[src/rtl/bdq_pkg.sv]
// ----------------------------------------------------------------------------
// bdq_pkg
// types, widths and codes of the bounded deque with sort
// ----------------------------------------------------------------------------
package bdq_pkg;

	localparam int DEPTH = 16;
	localparam int IDX_W = $clog2(DEPTH);
	localparam int CNT_W = $clog2(DEPTH + 1);
	localparam int KEY_W = 32;
	localparam int OP_W  = 3;
	localparam int ST_W  = 2;

	localparam int IN_BITS  = OP_W + KEY_W;
	localparam int IN_W     = ((IN_BITS + 7) / 8) * 8;
	localparam int OUT_BITS = ST_W + 2 * KEY_W + CNT_W + 1;
	localparam int OUT_W    = ((OUT_BITS + 7) / 8) * 8;

	// field positions in the result tdata
	localparam int FRONT_LSB = ST_W;
	localparam int BACK_LSB  = ST_W + KEY_W;
	localparam int CNT_LSB   = ST_W + 2 * KEY_W;
	localparam int EMPTY_BIT = CNT_LSB + CNT_W;

	typedef logic signed [KEY_W-1:0] key_t;

	typedef enum logic [OP_W-1:0] {
		OP_PUSH_FRONT = 3'd0,
		OP_PUSH_BACK  = 3'd1,
		OP_POP_FRONT  = 3'd2,
		OP_POP_BACK   = 3'd3,
		OP_SORT       = 3'd4,
		OP_CLEAR      = 3'd5,
		OP_QUERY      = 3'd6
	} op_t;

	typedef enum logic [ST_W-1:0] {
		ST_DONE      = 2'd0,
		ST_POP_EMPTY = 2'd1,
		ST_PUSH_FULL = 2'd2
	} status_t;

	typedef struct packed {
		logic             we;
		logic [IDX_W-1:0] waddr;
		key_t             wdata;
		logic [IDX_W-1:0] raddr;
	} mem_req_t;

	typedef struct packed {
		status_t          status;
		key_t             front_key;
		key_t             back_key;
		logic [CNT_W-1:0] entry_count;
		logic             is_empty;
	} result_t;

endpackage

[src/rtl/bdq_ram.sv]
// ----------------------------------------------------------------------------
// bdq_ram
// generic single write port, single read port ram with registered read
// ----------------------------------------------------------------------------
module bdq_ram #(
	parameter int WIDTH = 32,
	parameter int DEPTH = 16,
	localparam int AW = $clog2(DEPTH)
) (
	input  logic             clk,
	input  logic             we,
	input  logic [AW-1:0]    waddr,
	input  logic [WIDTH-1:0] wdata,
	input  logic [AW-1:0]    raddr,
	output logic [WIDTH-1:0] rdata
);

	logic [WIDTH-1:0] mem_q [DEPTH];
	logic [WIDTH-1:0] rdata_q;

	always_ff @(posedge clk) begin
		if (we) begin
			mem_q[waddr] <= wdata;
		end
		rdata_q <= mem_q[raddr];
	end

	assign rdata = rdata_q;

endmodule

[src/rtl/bdq_unit.sv]
// ----------------------------------------------------------------------------
// bdq_unit
// shared ring address adder and signed key comparator
// ----------------------------------------------------------------------------
module bdq_unit (
	input  logic [bdq_pkg::IDX_W-1:0] front,
	input  logic [bdq_pkg::CNT_W-1:0] off,
	input  bdq_pkg::key_t             a,
	input  bdq_pkg::key_t             b,
	output logic [bdq_pkg::IDX_W-1:0] addr,
	output logic                      less
);

	localparam int SUM_W = bdq_pkg::CNT_W + 1;

	logic [SUM_W-1:0] sum;
	logic [SUM_W-1:0] wrapped;

	// front plus offset, folded back into the ring
	always_comb begin
		sum = SUM_W'(front) + SUM_W'(off);
		if (sum >= SUM_W'(bdq_pkg::DEPTH)) begin
			wrapped = sum - SUM_W'(bdq_pkg::DEPTH);
		end else begin
			wrapped = sum;
		end
	end

	assign addr = wrapped[bdq_pkg::IDX_W-1:0];
	assign less = (a < b);

endmodule

[src/rtl/bdq_ctrl.sv]
// ----------------------------------------------------------------------------
// bdq_ctrl
// sequencer of the deque: pushes, pops, clears, insertion sort and result reads
// ----------------------------------------------------------------------------
module bdq_ctrl (
	input  logic                      clk,
	input  logic                      arst_n,
	input  logic                      in_valid,
	output logic                      in_ready,
	input  logic [bdq_pkg::OP_W-1:0]  in_op,
	input  bdq_pkg::key_t             in_key,
	output bdq_pkg::mem_req_t         mem,
	input  bdq_pkg::key_t             rdata,
	output logic                      res_valid,
	input  logic                      res_ready,
	output bdq_pkg::result_t          res
);

	localparam int IDX_W = bdq_pkg::IDX_W;
	localparam int CNT_W = bdq_pkg::CNT_W;

	typedef enum logic [3:0] {
		S_IDLE,
		S_SORT_RDI,
		S_SORT_V,
		S_SORT_CMP,
		S_SORT_RDJ,
		S_SORT_PUT,
		S_RD_FRONT,
		S_RD_BACK,
		S_DONE
	} state_t;

	state_t               state_q, state_d;
	logic [IDX_W-1:0]     front_q, front_d;
	logic [CNT_W-1:0]     count_q, count_d;
	bdq_pkg::status_t     status_q, status_d;
	logic [CNT_W-1:0]     i_q, i_d;
	logic [CNT_W-1:0]     j_q, j_d;
	bdq_pkg::key_t        v_q, v_d;
	bdq_pkg::key_t        frontk_q, frontk_d;

	logic [CNT_W-1:0]     off;
	logic [IDX_W-1:0]     ring_addr;
	logic                 less;
	logic                 full;
	logic                 empty;
	logic [IDX_W-1:0]     front_dec;
	logic [IDX_W-1:0]     front_inc;
	logic [CNT_W-1:0]     i_next;

	bdq_unit u_unit (
		.front (front_q),
		.off   (off),
		.a     (v_q),
		.b     (rdata),
		.addr  (ring_addr),
		.less  (less)
	);

	assign full      = (count_q == CNT_W'(bdq_pkg::DEPTH));
	assign empty     = (count_q == '0);
	assign front_dec = (front_q == '0) ? IDX_W'(bdq_pkg::DEPTH - 1) : front_q - IDX_W'(1);
	assign front_inc = (front_q == IDX_W'(bdq_pkg::DEPTH - 1)) ? '0 : front_q + IDX_W'(1);
	assign i_next    = i_q + CNT_W'(1);

	always_comb begin
		state_d   = state_q;
		front_d   = front_q;
		count_d   = count_q;
		status_d  = status_q;
		i_d       = i_q;
		j_d       = j_q;
		v_d       = v_q;
		frontk_d  = frontk_q;
		off       = count_q;
		mem.we    = 1'b0;
		mem.wdata = in_key;
		mem.waddr = ring_addr;
		mem.raddr = ring_addr;
		in_ready  = 1'b0;
		res_valid = 1'b0;

		unique case (state_q)
			S_IDLE: begin
				in_ready = 1'b1;
				off      = count_q;
				if (in_valid) begin
					status_d = bdq_pkg::ST_DONE;
					state_d  = S_RD_FRONT;
					unique case (bdq_pkg::op_t'(in_op))
						bdq_pkg::OP_PUSH_FRONT: begin
							if (full) begin
								status_d = bdq_pkg::ST_PUSH_FULL;
							end else begin
								front_d   = front_dec;
								mem.we    = 1'b1;
								mem.waddr = front_dec;
								count_d   = count_q + CNT_W'(1);
							end
						end
						bdq_pkg::OP_PUSH_BACK: begin
							if (full) begin
								status_d = bdq_pkg::ST_PUSH_FULL;
							end else begin
								mem.we  = 1'b1;
								count_d = count_q + CNT_W'(1);
							end
						end
						bdq_pkg::OP_POP_FRONT: begin
							if (empty) begin
								status_d = bdq_pkg::ST_POP_EMPTY;
							end else begin
								front_d = front_inc;
								count_d = count_q - CNT_W'(1);
							end
						end
						bdq_pkg::OP_POP_BACK: begin
							if (empty) begin
								status_d = bdq_pkg::ST_POP_EMPTY;
							end else begin
								count_d = count_q - CNT_W'(1);
							end
						end
						bdq_pkg::OP_SORT: begin
							if (count_q >= CNT_W'(2)) begin
								i_d     = CNT_W'(1);
								state_d = S_SORT_RDI;
							end
						end
						bdq_pkg::OP_CLEAR: begin
							count_d = '0;
							front_d = '0;
						end
						default: begin
						end
					endcase
					// nothing to read back from an empty queue
					if (state_d == S_RD_FRONT && count_d == '0) begin
						state_d = S_DONE;
					end
				end
			end
			S_SORT_RDI: begin
				off     = i_q;
				state_d = S_SORT_V;
			end
			S_SORT_V: begin
				// key to insert arrives, fetch its left neighbor
				off     = i_q - CNT_W'(1);
				v_d     = rdata;
				j_d     = i_q;
				state_d = S_SORT_CMP;
			end
			S_SORT_CMP: begin
				off    = j_q;
				mem.we = 1'b1;
				if (less) begin
					// shift the larger neighbor one slot right
					mem.wdata = rdata;
					j_d       = j_q - CNT_W'(1);
					state_d   = (j_q == CNT_W'(1)) ? S_SORT_PUT : S_SORT_RDJ;
				end else begin
					mem.wdata = v_q;
					if (i_next < count_q) begin
						i_d     = i_next;
						state_d = S_SORT_RDI;
					end else begin
						state_d = S_RD_FRONT;
					end
				end
			end
			S_SORT_RDJ: begin
				off     = j_q - CNT_W'(1);
				state_d = S_SORT_CMP;
			end
			S_SORT_PUT: begin
				off       = '0;
				mem.we    = 1'b1;
				mem.wdata = v_q;
				if (i_next < count_q) begin
					i_d     = i_next;
					state_d = S_SORT_RDI;
				end else begin
					state_d = S_RD_FRONT;
				end
			end
			S_RD_FRONT: begin
				off     = '0;
				state_d = S_RD_BACK;
			end
			S_RD_BACK: begin
				off      = count_q - CNT_W'(1);
				frontk_d = rdata;
				state_d  = S_DONE;
			end
			S_DONE: begin
				// keep the back address so read data holds while stalled
				off       = count_q - CNT_W'(1);
				res_valid = 1'b1;
				if (res_ready) begin
					state_d = S_IDLE;
				end
			end
			default: begin
				state_d = S_IDLE;
			end
		endcase
	end

	always_comb begin
		res.status      = status_q;
		res.front_key   = empty ? '1 : frontk_q;
		res.back_key    = empty ? '1 : rdata;
		res.entry_count = count_q;
		res.is_empty    = empty;
	end

	always_ff @(posedge clk or negedge arst_n) begin
		if (!arst_n) begin
			state_q  <= S_IDLE;
			front_q  <= '0;
			count_q  <= '0;
			status_q <= bdq_pkg::ST_DONE;
		end else begin
			state_q  <= state_d;
			front_q  <= front_d;
			count_q  <= count_d;
			status_q <= status_d;
		end
	end

	always_ff @(posedge clk) begin
		i_q      <= i_d;
		j_q      <= j_d;
		v_q      <= v_d;
		frontk_q <= frontk_d;
	end

endmodule

[src/rtl/bounded_deque_with_sort.sv]
// ----------------------------------------------------------------------------
// bounded_deque_with_sort
// bounded double-ended queue of signed keys with in-place ascending sort
// ----------------------------------------------------------------------------
// One transaction is taken at a time; s_tready is low until its result has
// been loaded into the output register. Push, pop, clear and query then read
// the front and back keys through the one registered read port of the key
// store; these reads are skipped when the queue is empty afterwards. A sort
// of n keys runs an insertion sort through that read port and one shared
// comparator. The output register lets the next transaction be taken while
// a result still waits on m_tready.
module bounded_deque_with_sort (
	input  logic                      clk,
	input  logic                      arst_n,
	input  logic                      s_tvalid,
	output logic                      s_tready,
	// opcode [2:0], key [34:3], zero fill above
	input  logic [bdq_pkg::IN_W-1:0]  s_tdata,
	output logic                      m_tvalid,
	input  logic                      m_tready,
	// status, front_key, back_key, entry_count, is_empty, from bit 0 up
	output logic [bdq_pkg::OUT_W-1:0] m_tdata
);

	bdq_pkg::mem_req_t mem;
	bdq_pkg::key_t     rdata;
	bdq_pkg::result_t  res;
	logic              res_valid;
	logic              res_ready;
	logic              m_tvalid_q;
	logic [bdq_pkg::OUT_W-1:0] m_tdata_q;

	bdq_ctrl u_ctrl (
		.clk       (clk),
		.arst_n    (arst_n),
		.in_valid  (s_tvalid),
		.in_ready  (s_tready),
		.in_op     (s_tdata[bdq_pkg::OP_W-1:0]),
		.in_key    (s_tdata[bdq_pkg::IN_BITS-1:bdq_pkg::OP_W]),
		.mem       (mem),
		.rdata     (rdata),
		.res_valid (res_valid),
		.res_ready (res_ready),
		.res       (res)
	);

	bdq_ram #(
		.WIDTH (bdq_pkg::KEY_W),
		.DEPTH (bdq_pkg::DEPTH)
	) u_ram (
		.clk   (clk),
		.we    (mem.we),
		.waddr (mem.waddr),
		.wdata (mem.wdata),
		.raddr (mem.raddr),
		.rdata (rdata)
	);

	assign res_ready = !m_tvalid_q || m_tready;

	always_ff @(posedge clk or negedge arst_n) begin
		if (!arst_n) begin
			m_tvalid_q <= 1'b0;
		end else if (res_ready) begin
			m_tvalid_q <= res_valid;
		end
	end

	always_ff @(posedge clk) begin
		if (res_ready && res_valid) begin
			m_tdata_q <= bdq_pkg::OUT_W'({res.is_empty, res.entry_count, res.back_key,
				res.front_key, res.status});
		end
	end

	assign m_tvalid = m_tvalid_q;
	assign m_tdata  = m_tdata_q;

endmodule

[config.mk]
export PLATFORM = sky130hd
export DESIGN_NAME = bounded_deque_with_sort
export DESIGN_NICKNAME = d
export VERILOG_FILES = /design/src/rtl/bdq_pkg.sv /design/src/rtl/bdq_ram.sv /design/src/rtl/bdq_unit.sv /design/src/rtl/bdq_ctrl.sv /design/src/rtl/bounded_deque_with_sort.sv
export SDC_FILE = /design/constraint.sdc
export NUM_CORES = 1
export LEC_CHECK = 0
export BUFFER_PORTS_ARGS = -buffer_cell sky130_fd_sc_hd__buf_2
export CORE_ASPECT_RATIO = 0.9
export CORE_MARGIN = 5
export CORE_UTILIZATION = 56
export CTS_BUF_LIST = sky130_fd_sc_hd__clkbuf_8
export CTS_CLUSTER_SIZE = 16
export DETAILED_ROUTE_END_ITERATION = 10
export PLACE_DENSITY = 0.73
export SLEW_MARGIN = 20
export SYNTH_ARGS = -nofsm -noshare
export SYNTH_HDL_FRONTEND = slang
export SYNTH_SLANG_ARGS = --single-unit
[constraint.sdc]
create_clock -name clk -period 10.6 [get_ports clk]
set_input_delay 2.12 -clock clk [delete_from_list [all_inputs] [get_ports clk]]
set_output_delay 2.12 -clock clk [all_outputs]
set_load 0.01 [all_outputs]
==> results of run 1 <==
layout make-up:
class	count	area share
flip-flops and latches	706	0.651
multi-input cells	660	0.226
clock buffers	117	0.0504
well taps	680	0.0266
repair buffers	142	0.0247
clock inverters	88	0.0143
inverters	58	0.00681
diodes	1	0.0000783
layer usage:
| metal | up-vias | global-route usage | share of wire |
|---|---|---|---|
| li1 | 6444 | - | - |
| met1 | 7715 | 0.327 | 0.41 |
| met4 | 0 | 0.0562 | 0.021 |
| met5 | - | 0 | 0 |
| met2 | 716 | 0.345 | 0.48 |
| met3 | 106 | 0.0461 | 0.088 |
registers in the layout, indices dropped and copies added (netlist names):
signal           cells
u_ctrl.count_q       5
u_ctrl.state_q       4
m_tdata             72
u_ram.rdata         32
u_ctrl.front_q       4
u_ctrl.j_q           5
u_ctrl.frontk_q     32
u_ctrl.v_q          32
u_ctrl.i_q           5
u_ctrl.status_q      2
u_ram.mem_q        512
m_tvalid             1
synth_stat cells, types with 6 or more instances:
library cell  count
mux4_2          161
a221o_1          32
dfxtp_1          32
a21o_1            6
o21ai_0          19
nor4_1            6
edfxtp_1        658
inv_1            57
nand2_1          63
nor2_1           48
nor3_1           15
clkbuf_1         64
buf_2             8
and2_1           34
nand2b_1         43
dfrtp_1          16
nand4_1           9
xnor2_1           9
xor2_1            6
a31oi_1           7
nand3_1          21
a21oi_1          36
ha_1             49
worst reg2reg max path, stage by stage (launching register included):
cell and delay (ns):
dfrtp_1 0.67, inv_1 0.25, nor2_1 0.19, nand3_1 0.16, inv_1 0.13, nor2_1 0.05
o22a_1 0.20, a21oi_1 0.25, ha_4 0.18, inv_1 0.04, fa_4 1.35, buf_4 1.01
mux4_2 0.48, mux4_2 0.52
per-stage QoR:
| stage | std cells | util |
|---|---|---|
| 3_3_place_gp | 2246 | 0.595 |
| 6_report | 2452 | 0.636 |
| 3_5_place_dp | 2246 | 0.595 |
| 2_1_floorplan | 1502 | - |
| 4_1_cts | 2451 | 0.636 |
| 5_1_grt | 2451 | 0.636 |
worst paths after layout:
| check | start | end | slack, ns | cells after the start |
|---|---|---|---|---|
| setup / recovery | u_ctrl.state_q[2] | u_ram.rdata[29] | 5.00 | 13 |
| hold / removal | u_ctrl.status_q[1] | m_tdata[1] | 0.45 | 0 |
| setup reg to reg | u_ctrl.state_q[2] | u_ram.rdata[29] | 5.00 | 13 |
| hold reg to reg | u_ctrl.status_q[1] | m_tdata[1] | 0.45 | 0 |
| max in group asynchronous | arst_n | u_ctrl.state_q[2] | 8.93 | 1 |
| min in group asynchronous | arst_n | u_ctrl.state_q[0] | 1.35 | 1 |
cell families after synthesis:
logic type	after synthesis
flip-flops	706
AND/OR/NAND/NOR	266
multiplexers	168
AO/OA/AOI/OAI	160
buffers and inverters	136
adder cells (fa/ha/maj)	50
XOR/XNOR	16
==> impl_metrics.ini, run 1 <==
[clock_network]
clock-sinks = 706
cts_root_buf = clkbuf_8
tritoncts = yes
cts_resized = 0
cts_made_buffers = 108
htreeDepth = 3
hold_buffers = 0
postCtsSetupBuffers = 0
cts.reportedPaths.clkPinSlew_ns = 0.06
clk_latency_ns = 0.70
clk_path_buf_depth = 3

[critical_path]
path_class = reg -> reg
end_kind = flip-flop
cpPeakStageDelay_ns = 1.35
cp.required_ns = 11.15
worstPathArrival_ns = 6.15
worstPathCellList = inv_1 -> nor2_1 -> nand3_1 -> inv_1 -> nor2_1 -> o22a_1 -> a21oi_1 -> ha_4 -> inv_1 -> fa_4 -> buf_4 -> mux4_2 -> mux4_2
worst_path_max_delay_cell = fa_4
startpoint_type = flip-flop
path_delay_family = adder cells
cpMostUsedCell = inv_1
worst-path-buf-inv = 4
path_max_fanout = 75

[grt]
antenna_found_initial = 1
grt_pass1_vias = 14735
grt_usage = 0.221
grt_max_degree = 76
gr-total-overflow = 0
grt_pass1_wl_mm = 91.1

[timing]
worst_slack_ns = 5.00
rsz0062_at_grt = no
tns_ns = 0
finalCritPeriodShare = 0.528
slew_headroom = 0.264
maxSlewViolCount = 0
fmaxAchievable_mhz = 179
layout_min_cycle_time_ns = 5.60
worstMarginPinSlew_ns = 1.10
finalHoldViolCount = 0
finalClockSkew_ns = 0.0360
hold_slack_ns = 0.453
setup_viol = 0

[logic_synthesis]
synth_top_flop_cell = edfxtp_1
yosysSeqAreaShare = 0.732
synth_cell_types = 73
synth_fa_ha_area_frac = 0.0223
ys_ff_latch = 706
synth_top_family_by_area = multiplexers
yosys_warnings = 0
syn_inst = 1502
async_reset_ff_frac = 0.0227
synth_area_per_cell_um2 = 18.9
synth_edf_count = 658
synth-xor-area-share = 0.00520
syn_area_mm2 = 0.0284
synth_area_leader_cell = edfxtp_1
netlist.area_leader.share = 0.696
synth_compound_area_frac = 0.0419
synth_nets = 1596
synth_mux_area_frac = 0.130
yosys-top-cells-area = edfxtp_1 70%, mux4_2 13%, dfxtp_1 2.3%
synth-simple-area-share = 0.0489

[finish]
fillers = 3319
area_growth_pct = 12.5
nets = 1770
layout_commonest_cell = edfxtp_1
post_route_cells_drive_above_1_share = 0.273
seqCellArea_mm2 = 0.0208
layout_common_cells = 658 x edfxtp_1, 161 x mux4_2, 117 x clkbuf_8, 112 x buf_2, 88 x inv_1
multi_input_area_mm2 = 0.00724
design_area_mm2 = 0.0320

[detailed_routing]
wirelength_mm = 61.1
wl_per_cell_um = 24.9
viasPerCell = 6.11
drc = 0
vias = 14981
drtPass1Iterations = 5
ant_nets = 0
drt_iter0_drc = 1522

[floorplanning]
start_util = 0.565
die_w_um = 247
std_cell_rows = 78
pin_count = 118
die_y_um = 224
die_area_mm2 = 0.0553
core_mm2 = 0.0503

[place]
post-dp-hpwl_mm = 35.3
gp_congestion = 0.860
port_buffers = 112
place_ws_ns = 5.04
dpl_cell_area_mm2 = 0.0299

[job]
drv_cap = 0

[run_status]
run_status = completed

[hold_path]
hp-class = reg -> reg
Power of run 1 is not shown: default switching activity piles up to over one toggle a cycle in this logic, so the estimate is an artifact.
==> inputs of run 2 (changes only) <==
Settings changed: PLACE_DENSITY 0.73 to 0.76.
Clock period 10.6 ns to 5.09 ns, I/O delays scaled along.
==> run 2 against run 1 <==
Fmax grew 19%; register-to-register slack lost 4.6 ns; count of clock-buffer cells in the layout shrank 4; critical path type unchanged.
==> impl_metrics.ini, run 2 (synthesis gave the netlist of run 1 again) <==
[run_status]
run_status = completed

[clock_network]
cts_made_buffers = 105
cts_resized = 0
htreeDepth = 3
clock-sinks = 706
hold_buffers = 0
clk_path_buf_depth = 3
tritoncts = yes
clk_latency_ns = 0.70
cts_root_buf = clkbuf_8
cts.reportedPaths.clkPinSlew_ns = 0.07
postCtsSetupBuffers = 0

[critical_path]
path_max_fanout = 19
path_class = reg -> reg
startpoint_type = flip-flop
reg2reg_from = u_ctrl.state_q[0]
cp.required_ns = 5.43
worstPathArrival_ns = 5.03
end_kind = flip-flop
r2r-end = u_ram.mem_q[15][29]
rr_worst_depth = 11
reg2reg_slack_ns = 0.40

[timing]
maxSlewViolCount = 0
worst_slack_ns = 0.404
hold_slack_ns = 0.244
finalCritPeriodShare = 0.921
slew_headroom = 0.283
rsz0062_at_grt = no
finalClockSkew_ns = 0.0300
finalHoldViolCount = 0
setup_viol = 0
layout_min_cycle_time_ns = 4.69
tns_ns = 0
worstMarginPinSlew_ns = 1.07
fmaxAchievable_mhz = 213

[grt]
gr-total-overflow = 0
grt_pass1_vias = 14772
grt_usage = 0.215
antenna_found_initial = 1
grt_pass1_wl_mm = 89.3
grt_max_degree = 57

[floorplanning]
pin_count = 118
start_util = 0.565
die_y_um = 224
core_mm2 = 0.0503
std_cell_rows = 78
die_w_um = 247
die_area_mm2 = 0.0553

[finish]
fillers = 3294
regMostFlops = u_ram.mem_q
post_route_cells_drive_above_1_share = 0.278
layout_commonest_cell = edfxtp_1
nets = 1784
area_growth_pct = 13.4
design_area_mm2 = 0.0322
largest_register_ff_count = 512
layout_common_cells = 658 x edfxtp_1, 161 x mux4_2, 113 x clkbuf_8, 112 x buf_2, 100 x inv_1

[place]
post-dp-hpwl_mm = 35.9
gp_congestion = 0.891
place_ws_ns = 0.409
port_buffers = 112
dpl_cell_area_mm2 = 0.0302

[job]
drv_cap = 0

[detailed_routing]
drc = 0
viasPerCell = 6.03
vias = 14857
wirelength_mm = 59.2
drt_iter0_drc = 1435
ant_nets = 0
wl_per_cell_um = 24.1
drtPass1Iterations = 5

[hold_path]
hp-class = in -> async
run 2: cell count changes in the layout (fill, tap and decap cells not counted), moves of 4 or more:
cell,change
buf_4,+5
clkinv_1,-13
clkinv_2,-5
clkbuf_8,-4
buf_12,+13
inv_1,+12
run 2: through the flow:
| stage | std cells | util |
|---|---|---|
| floorplan | 1502 | - |
| global placement | 2263 | 0.601 |
| detailed placement | 2263 | 0.601 |
| CTS | 2462 | 0.641 |
| global route | 2462 | 0.641 |
| finish | 2463 | 0.641 |
run 2: worst max-delay path by stage:
stage,startpoint,to,cells past startpoint
finish,u_ctrl.state_q[0],u_ram.mem_q[15][29],11
floorplan,u_ctrl.state_q[1],u_ram.mem_q[8][0],16
CTS,u_ctrl.state_q[0],u_ram.mem_q[15][29],11
detailed placement,u_ctrl.state_q[0],u_ram.mem_q[15][8],11
global route,u_ctrl.state_q[0],u_ram.mem_q[15][29],11
global placement,u_ctrl.state_q[0],u_ram.mem_q[15][8],11
run 2: area by class of cell:
type,instances,area (um2),share of cell area
tap,680,851,0.0264
sequential,706,20800,0.646
clock buffer,113,1560,0.0483
multi-input combinational,660,7230,0.225
timing repair buffer,159,1080,0.0334
clock inverter,86,473,0.0147
inverter,58,221,0.00687
antenna,1,2.50,0.0000777
run 2: worst max-delay path, stage by stage (launching register included):
cell	delay [ns]
dfrtp_1	0.47
nor3_1	0.49
xor2_1	0.19
a2111o_1	0.48
ha_1	0.28
a21o_1	0.18
a21oi_1	0.17
xnor2_1	0.16
xnor2_4	0.51
a41oi_1	0.35
nor2_4	0.55
buf_4	0.46
run 2: routing by layer:
layer  track usage  vias to the layer above  share of wire
li1              -                     6465              -
met5             0                        -              0
met2         0.347                      673           0.49
met4        0.0607                        0          0.017
met1         0.310                     7638           0.41
met3        0.0383                       81          0.082
Power of run 2 is left out for the same reason.
==> inputs of run 3 (changes only) <==
Settings changed: ABC_AREA from default to 1, CTS_BUF_LIST sky130_fd_sc_hd__clkbuf_8 to sky130_fd_sc_hd__clkbuf_4.
==> run 3 against run 2 <==
Sequential share of layout area shrank 1.5 points; critical path depth is 4 higher; synthesized cell count increased by 49%; critical endpoint is now u_ram.mem_q[6][26].
==> impl_metrics.ini, run 3 <==
[grt]
grt_pass1_vias = 18853
gr-total-overflow = 0
grt_pass1_wl_mm = 107
antenna_found_initial = 2
grt_usage = 0.246
grt_max_degree = 153

[logic_synthesis]
syn_area_mm2 = 0.0289
synth_area_per_cell_um2 = 12.9
synth_area_leader_cell = edfxtp_1
synth_cell_types = 44
synthTopCellsByCount = 658 x edfxtp_1, 369 x o21ai_0, 349 x nor2_1, 130 x nand2_1, 114 x clkbuf_1
synth_top_flop_cell = edfxtp_1
yosys-top-cells-area = edfxtp_1 68%, o21ai_0 6.4%, nor2_1 4.5%
yosysSeqAreaShare = 0.720
synth_most_common_cell = edfxtp_1
netlist.area_leader.share = 0.684
syn_inst = 2242
ys_ff_latch = 706
yosys_warnings = 0
synth_edf_count = 658
async_reset_ff_frac = 0.0227
synth_nets = 2336

[clock_network]
htreeDepth = 4
cts_root_buf = clkbuf_4
clk_path_buf_depth = 3
tritoncts = yes
clk_latency_ns = 1.03
clock-sinks = 706
cts.reportedPaths.clkPinSlew_ns = 0.06
postCtsSetupBuffers = 0
cts_made_buffers = 173
cts_resized = 0
hold_buffers = 1

[job]
drv_cap = 0

[timing]
worst_slack_ns = 0.344
worstMarginPinSlew_ns = 1.04
hold_slack_ns = 0.225
fmaxAchievable_mhz = 211
maxSlewViolCount = 0
slew_headroom = 0.303
tns_ns = 0
rsz0062_at_grt = no
finalClockSkew_ns = 0.0479
setup_viol = 0
finalCritPeriodShare = 0.932
layout_min_cycle_time_ns = 4.75
finalHoldViolCount = 0

[critical_path]
reg2reg_from = u_ctrl.count_q[0]
worst-path-buf-inv = 2
cpPeakStageDelay_ns = 0.68
end_kind = flip-flop
path_class = reg -> reg
rr_worst_depth = 15
cp.required_ns = 5.78
worst_path_max_delay_cell = a2111oi_0
worstSetupPathDepth = 15
path_delay_family = compound AO/OA/AOI/OAI gates
startpoint_type = flip-flop
r2r-end = u_ram.mem_q[6][26]
reg2reg_slack_ns = 0.34
cp-startpoint = u_ctrl.count_q[0]
path_max_fanout = 17
endpoint = u_ram.mem_q[6][26]
worstPathArrival_ns = 5.43
worstPathCellList = inv_1 -> ha_1 -> xnor2_1 -> a21oi_1 -> a2111oi_0 -> o21ai_0 -> ha_1 -> a21oi_1 -> nand2_1 -> xor2_1 -> or2_1 -> nand3_1 -> nand3_1 -> nor2_4 -> buf_12

[hold_path]
hold_path_startpoint = m_tready
min_path_cells = 2
hp-class = in -> reg

[floorplanning]
die_y_um = 225
die_area_mm2 = 0.0562
core_mm2 = 0.0514
std_cell_rows = 79
die_w_um = 249
start_util = 0.562
pin_count = 118

[finish]
post_route_cells_drive_above_1_share = 0.212
nets = 2563
layout_commonest_cell = edfxtp_1
layout_common_cells = 658 x edfxtp_1, 369 x o21ai_0, 332 x nor2_1, 273 x clkbuf_4, 130 x nand2_1
area_growth_pct = 14.3
regMostFlops = u_ram.mem_q
largest_register_ff_count = 512

[place]
port_buffers = 112
post-dp-hpwl_mm = 40.7
place_ws_ns = 0.535
gp_congestion = 0.890

[detailed_routing]
drt_iter0_drc = 2325
vias = 19484
wl_per_cell_um = 21.4
viasPerCell = 5.91
drc = 0
wirelength_mm = 70.5
ant_nets = 0
drtPass1Iterations = 7

[run_status]
run_status = completed
[run 3: worst register-to-register path, cell delays in order (launching register included)]
cell,delay [ns]
dfrtp_1,0.45
inv_1,0.10
ha_1,0.23
xnor2_1,0.28
a21oi_1,0.09
a2111oi_0,0.68
o21ai_0,0.34
ha_1,0.43
a21oi_1,0.16
nand2_1,0.08
xor2_1,0.15
or2_1,0.26
nand3_1,0.11
nand3_1,0.36
nor2_4,0.46
buf_12,0.25
[run 3: kinds of logic after synthesis]
kind of cell | Yosys count | synth area share
xor gates and xnor gates | 15 | 0.00455
buffers and inverters | 230 | 0.0316
AOI/OAI and AO/OA | 664 | 0.139
DFF | 706 | 0.720
and+or+nand+nor | 577 | 0.0824
adders and majority gates | 50 | 0.0219
[run 3: layout make-up]
class                   count  area [um2]
well taps                 688         861
repair buffers            185        1300
clock inverters            40         273
fillers                  3703       18400
inverters                  97         369
flip-flops and latches    706       20800
multi-input cells        1306        7340
clock buffers             273        2050
diodes                      4        10.0
[run 3: per-stage QoR]
step,cells,instance area [um2],util
CTS,3295,33000,0.641
floorplan,2242,28900,-
global route,3296,33000,0.642
global placement,2981,30600,0.596
detailed placement,2981,30600,0.596
finish,3299,33000,0.642
[run 3: per-layer routing]
layer / up-vias / part of all wire / GRT usage
met1: 9377 / 0.40 / 0.332
met4: 0 / 0.022 / 0.0873
met5: - / 0 / 0
li1: 8936 / - / -
met3: 143 / 0.11 / 0.0674
met2: 1028 / 0.47 / 0.392
[run 3: worst min-delay path by stage]
stage / to / slack [ns]
2_1_floorplan: m_tdata[0] / 0.43
3_3_place_gp: m_tdata[1] / 0.44
3_5_place_dp: m_tdata[1] / 0.44
4_1_cts: m_tvalid / 0.12
5_1_grt: m_tvalid / 0.17
6_report: m_tvalid / 0.23
Power of run 3 is left out for the same reason.
